File: config.mk
export PLATFORM = sky130hd
export DESIGN_NAME = ksem_ram
export DESIGN_NICKNAME = d
export VERILOG_FILES = /design/src/hdl/ksem_ram.sv
export SDC_FILE = /design/constraint.sdc
export NUM_CORES = 1
export LEC_CHECK = 0
export BUFFER_PORTS_ARGS = -buffer_cell sky130_fd_sc_hd__buf_2
export CAP_MARGIN = 20
export CORE_UTILIZATION = 45
export DETAILED_ROUTE_END_ITERATION = 6
export GPL_TIMING_DRIVEN = 0
export SKIP_CTS_REPAIR_TIMING = 1
export SYNTH_ARGS = -nofsm -noshare
export SYNTH_HDL_FRONTEND = slang
export SYNTH_SLANG_ARGS = --single-unit
File: constraint.sdc
create_clock -name clk_i -period 2.6 [get_ports clk_i]
set_input_delay 0.13 -clock clk_i [delete_from_list [all_inputs] [get_ports clk_i]]
set_output_delay 0.13 -clock clk_i [all_outputs]
set_load 0.01 [all_outputs]
File: src/hdl/ksem_ram.sv
// Generic single-write, single-read synchronous RAM with registered read data.
// No dependencies.
module ksem_ram #(
  parameter int WIDTH = 8,
  parameter int DEPTH = 16
) (
  input  logic                     clk_i,
  input  logic                     we_i,
  input  logic [$clog2(DEPTH)-1:0] waddr_i,
  input  logic [WIDTH-1:0]         wdata_i,
  input  logic [$clog2(DEPTH)-1:0] raddr_i,
  output logic [WIDTH-1:0]         rdata_o
);
  logic [WIDTH-1:0] mem_q [DEPTH];

  always_ff @(posedge clk_i) begin
    if (we_i) begin
      mem_q[waddr_i] <= wdata_i;
    end
    rdata_o <= mem_q[raddr_i];
  end
endmodule

==> results.txt, run 1 <==
CP arrival - 1.74 ns
top post-synthesis cells by area - edfxtp_1 75%, mux4_2 7.9%, mux4_1 7.1%
worst r2r path cells - 3
Fmax - 686 MHz
Tightest Pin Transition - 0.832 ns
Area Overhead vs Synth - 17.5%
EDFF count, synth - 128
ys async rst share - 0%
die footprint - 11900 um2
layout cells sized above 1 - 30.1%
status - completed
CTS root buf - clkbuf_16
maximum vdd ir drop - 424 uV
register area - 4000 um2
GPL Wtd Cong - 0.691
max-slew violations - 0
Worst Setup End Kind - register
first-pass GRT wire length - 14.7 mm
port bufs - 24
cells after synthesis - 229
largest net degree at the start of global routing - 17
I/O pin total - 26
antenna fix cells - 0
worst-path fanout max - 1
Total GRT Usage - 19.0%
TritonCTS clock tree - built
latest clock arrival within the worst-skew pair - 0.41 ns
starting density of the core - 46.9%
Synth top cells by count - 128 x edfxtp_1, 18 x mux4_2, 16 x a22oi_1, 14 x mux4_1, 13 x nor2_1
DP Wirelength - 6.24 mm
Die H - 109 um
Synth area leader - edfxtp_1
Initial DRC Count - 186
cell with the most instances after synthesis - edfxtp_1
P per Cell Area - 826 nW/um2
RSZ-0062 raised after global routing - false
Syn Std Cell Area - 5150 um2
DRC - 0
Rows - 38
TritonCTS buffer count - 17
min-delay src - wdata_i[2]
Final setup viols - 0
Setup crit start kind - register
reg2reg setup slack - 1.14 ns
via count - 2406
post-route ant nets - 0
final core utilization - 55.1%
# fillers - 822
die width - 109 um
ys flop type - edfxtp_1
FF-to-FF Start - mem_q[11][0]$_DFFE_PP_
Leak - 2.05 nW
headroom to the max-slew limit - 44.3%
HP Class - in2reg
crit path launch - mem_q[11][0]$_DFFE_PP_
required time of the critical path - 2.88 ns
core area - 11000 um2
post-route clock period utilization - 56.0%
grt ovf - 0
Max Cap Violations - 0
crit path kind - reg2reg
Yosys cell types - 19
area of the multi-input gates - 1060 um2
Seq cells post-synth - 136
Worst-path clk slew - 0.05 ns
post-synthesis sequential area ratio - 77.8%
Worst Clk Skew - 0.00707 ns
min cycle time layout - 1.46 ns
Mean Syn Cell Area - 22.5 um2
CTS sink cnt - 136
final hold viol count - 0
share of the synthesized area in the top cell type - 74.7%
H-tree depth - 4
Ys Warns - 0
wire length per cell - 23.2 um
initial antenna violation count - 0
R2R Path End - rdata_o[0]$_DFF_P_
DR vias/cell - 5.61
Syn Nets - 247
Hold EP - mem_q[4][2]$_DFFE_PP_
maximum root-to-sink buffer count - 2
number of global-route vias before repair - 2438
Hold Crit Depth - 1
Nets - 294
Setup Total Neg Slack - 0 ns
Pre-antenna DRT Iters - 4
drt total wl - 9.93 mm
final cells by class:
type | count | area share, %
Buffer | 10 | 1.43
Clock buffer | 22 | 7.84
Clock inverter | 10 | 1.66
Multi-Input combinational cell | 83 | 17.5
Sequential cell | 136 | 66.2
Tap cell | 140 | 2.90
Timing Repair Buffer | 28 | 2.48
per-stage QoR:
stage	hold WS (ns)	std cells	total power [W]	cell area [um2]	worst slack, ns
after global routing	0.120	429	0.00514	6050	1.06
after CTS	0.105	429	0.00503	6050	1.11
after detailed placement	0.522	397	0.00275	5470	0.675
after global placement	0.521	393	0.00274	5440	0.347
after floorplan	0.229	229	0.00264	5150	0.977
final	0.115	429	0.00499	6050	1.14
flip-flops by register name, indices dropped and copies added, names as in the netlist:
signal   cells
mem_q      128
rdata_o      8
power by group:
group	total, W	switching (W)	internal (W)
clock network	0.00229	0.000819	0.00147
registers	0.00246	0.0000109	0.00245
logic	0.000239	0.000141	0.0000984
per-layer routing:
layer	share of wire [%]	global-route usage [%]	routed length (um)	vias to the layer above
met1	44	25.3	4410	1238
met5	0	0	0	-
li1	-	-	-	1072
met2	48	28.2	4720	85
met3	6.4	6.58	637	11
met4	1.6	8.49	163	0
cell usage in the layout, fill, tap and decap left out:
master             n
bufinv_16          2
clkbuf_1           2
a22oi_1           16
buf_2             27
edfxtp_1         128
buf_4              5
nor2_1            13
nand2b_1           2
and2b_1            1
nand2_1            9
mux4_2            18
clkbuf_16         17
or3b_2             1
clkinv_2           8
dfxtp_1            8
clkbuf_8           3
buf_6              3
mux4_1            14
nand3b_1           2
and2_1             1
nand3_1            1
clkdlybuf4s25_2    3
nor3_1             4
nor2b_1            1
cell families (layout without fill, tap and decap cells):
| logic type | after synthesis | count (layout) | share of synthesized area, % |
|---|---|---|---|
| compound gates | 16 | 16 | 2.33 |
| buf+inv | 10 | 70 | 1.68 |
| flops | 136 | 136 | 77.8 |
| mux | 32 | 32 | 15.0 |
| simple gates | 35 | 35 | 3.18 |
worst max path at each step:
stage / to / slack (ns) / cells after the start
2_1_floorplan: mem_q[0][0]$_DFFE_PP_ / 0.98 / 2
4_1_cts: mem_q[0][3]$_DFFE_PP_ / 1.11 / 4
3_5_place_dp: mem_q[0][7]$_DFFE_PP_ / 0.68 / 4
5_1_grt: mem_q[1][3]$_DFFE_PP_ / 1.06 / 3
6_report: rdata_o[0]$_DFF_P_ / 1.14 / 3
3_3_place_gp: mem_q[0][7]$_DFFE_PP_ / 0.35 / 3
worst max-delay path, cell delays in order, from the launching register on:
cell and delay, ns:
edfxtp_1 0.37, mux4_2 0.48, a22oi_1 0.38, nand2_1 0.09
No activity file was read; power rests on OpenSTA's default activity.
==> run 2, diff against run 1 <==
--- a/config.mk
+++ b/config.mk
@@ -5,6 +5,7 @@
 export SDC_FILE = /design/constraint.sdc
 export NUM_CORES = 1
 export LEC_CHECK = 0
+export ABC_AREA = 1
 export BUFFER_PORTS_ARGS = -buffer_cell sky130_fd_sc_hd__buf_2
 export CAP_MARGIN = 20
 export CORE_UTILIZATION = 45
==> constraint.sdc (replaced) <==
create_clock -name clk_i -period 1.32 [get_ports clk_i]
set_input_delay 0.066 -clock clk_i [delete_from_list [all_inputs] [get_ports clk_i]]
set_output_delay 0.066 -clock clk_i [all_outputs]
set_load 0.01 [all_outputs]
==> run 2 against run 1 <==
Clock power rose by 91%. Total power rose by 98%. Combinational power rose to 2.7 times the previous value. Non-clock buffer count up 8. Synthesized cell count grew 140%. Sequential share of layout area decreased by 5.9 points. Sequential power rose by 97%. Clock skew grew 0.0012 ns. Clock-buffer cell count up 8. Register-to-register slack worse by 0.84 ns.
==> results.txt, run 2 <==
ys flop type - edfxtp_1
Syn Std Cell Area - 5770 um2
CTS sink cnt - 136
antenna fix cells - 0
min-delay src - wdata_i[2]
dpl cells - 741
P_int - 0.00777 W
Ys Warns - 0
Setup crit start kind - primary input
ys async rst share - 0%
commonest non-fill, non-tap cell in the layout - nand2_1
setup ws final - 0.139 ns
grt ovf - 0
Seq cells post-synth - 136
headroom to the max-slew limit - 34.1%
Hold Crit Depth - 1
RSZ-0062 raised after global routing - false
R2R Path End - rdata_o[5]$_DFF_P_
post-synthesis sequential area ratio - 69.4%
largest net degree at the start of global routing - 17
Worst Setup End Kind - register
required time of the critical path - 1.34 ns
Yosys cell types - 12
Sw Pwr - 0.00209 W
Max Cap Violations - 0
latest clock arrival within the worst-skew pair - 0.41 ns
min cycle time layout - 1.18 ns
core area - 12300 um2
Pre-antenna DRT Iters - 5
Syn Nets - 569
Post-Place Setup Slack - -0.279 ns
Synth area leader - edfxtp_1
post-route ant nets - 0
Total GRT Usage - 22.9%
register area - 4000 um2
filler-free cell count of the finished design - 773
Initial DRC Count - 385
HP Class - in2reg
die width - 115 um
Mean Syn Cell Area - 10.5 um2
CTS root buf - clkbuf_16
max-slew violations - 0
Nets - 610
Sw Ratio - 21.2%
Worst-path clk slew - 0.05 ns
H-tree depth - 4
worst r2r path cells - 6
Area Overhead vs Synth - 15.2%
layout cells sized above 1 - 12.1%
most frequent cells in the layout - 173 x nand2_1, 128 x edfxtp_1, 100 x inv_1, 97 x nand3_1, 35 x buf_2
DRC - 0
post-route clock period utilization - 89.5%
crit path kind - in2reg
number of global-route vias before repair - 3612
busiest grt layer - met2
reg2reg setup slack - 0.30 ns
power share of the combinational group - 6.5%
Synth top cells by count - 173 x nand2_1, 128 x edfxtp_1, 100 x inv_1, 97 x nand3_1, 17 x nor2_1
Leak - 2.88 nW
first-pass GRT wire length - 21.1 mm
maximum vdd ir drop - 1010 uV
via count - 3888
maximum root-to-sink buffer count - 2
Reg with most FFs - mem_q
worst-path fanout max - 8
cells after synthesis - 551
FF-to-FF Start - mem_q[10][5]$_DFFE_PP_
cell with the most instances after synthesis - nand2_1
TritonCTS buffer count - 17
DP Wirelength - 9.11 mm
Sequential Power Share - 49.2%
final core utilization - 54.2%
starting density of the core - 47.0%
status - completed
top post-synthesis cells by area - edfxtp_1 67%, nand2_1 11%, nand3_1 8.4%
routing usage on met2 - 36.5%
I/O pin total - 26
P per Cell Area - 1480 nW/um2
met3 usage - 5.96%
port bufs - 22
Worst Clk Skew - 0.00824 ns
EDFF count, synth - 128
initial antenna violation count - 0
GPL Wtd Cong - 0.828
TritonCTS clock tree - built
CP arrival - 1.20 ns
clock power share - 44.3%
die footprint - 13300 um2
area of the multi-input gates - 1210 um2
Die H - 115 um
final hold viol count - 0
Final setup viols - 0
met1 global-route usage - 30.8%
Tightest Pin Transition - 0.985 ns
Fmax - 846 MHz
wire length per cell - 18.0 um
Largest regs - mem_q x128, rdata_o x8
max FFs per register - 128
share of the synthesized area in the top cell type - 66.7%
Fin Hold WS - 0.0678 ns
DR vias/cell - 5.03
Hold EP - mem_q[9][2]$_DFFE_PP_
Rows - 40
# fillers - 1063
drt total wl - 13.9 mm
run 2: worst max path at each step:
stage               slack [ns]  cells past startpoint        from                      to
floorplan                 0.30                      2  waddr_i[2]  mem_q[10][0]$_DFFE_PP_
global placement         -0.25                      3  waddr_i[2]   mem_q[8][3]$_DFFE_PP_
detailed placement       -0.28                      3  waddr_i[2]   mem_q[9][5]$_DFFE_PP_
CTS                       0.15                      3  waddr_i[2]   mem_q[9][4]$_DFFE_PP_
global route              0.05                      3  waddr_i[3]   mem_q[7][0]$_DFFE_PP_
finish                    0.14                      3  waddr_i[2]   mem_q[9][4]$_DFFE_PP_
run 2: logic make-up (layout without fill, tap and decap cells):
group                  Yosys count  count (layout)  share of synthesized area [%]
AND/OR/NAND/NOR                289             289                           21.0
flip-flops                     136             136                           69.4
buffers and inverters          126             180                           9.52
run 2: metrics by stage:
step | total power, W | TNS, ns | area, um2
3_3_place_gp | 0.00556 | -14.43 | 6090
5_1_grt | 0.0102 | 0 | 6640
3_5_place_dp | 0.00558 | -17.66 | 6090
6_report | 0.00987 | 0 | 6640
4_1_cts | 0.00990 | 0 | 6640
2_1_floorplan | 0.00530 | 0 | 5770
run 2: layer usage:
metal | vias up | wire, um
met5 | - | 0
met4 | 0 | 231
met3 | 19 | 1240
met1 | 1836 | 5920
li1 | 1856 | -
met2 | 177 | 6550
run 2: cell type report:
class                      count  share of cell area, %
buffer                        24                   2.50
clock buffer                  30                   8.19
clock inverter                 2                  0.188
inverter                     102                   5.76
multi-input combinational    289                   18.3
sequential                   136                   60.3
tap                          168                   3.16
timing repair buffer          22                   1.66
run 2: power groups by stage:
stage                     Sequential (W)  Combinational, W  Clock (W)
after global placement           0.00494          0.000626          0
final                            0.00485          0.000638    0.00437
after global routing             0.00486          0.000697    0.00460
after detailed placement         0.00494          0.000635          0
after floorplan                  0.00495          0.000341          0
after CTS                        0.00485          0.000639    0.00441
run 2: critical path: stages:
cell,delay (ns)
buf_2,0.12
nand3b_1,0.23
nor2_1,0.79
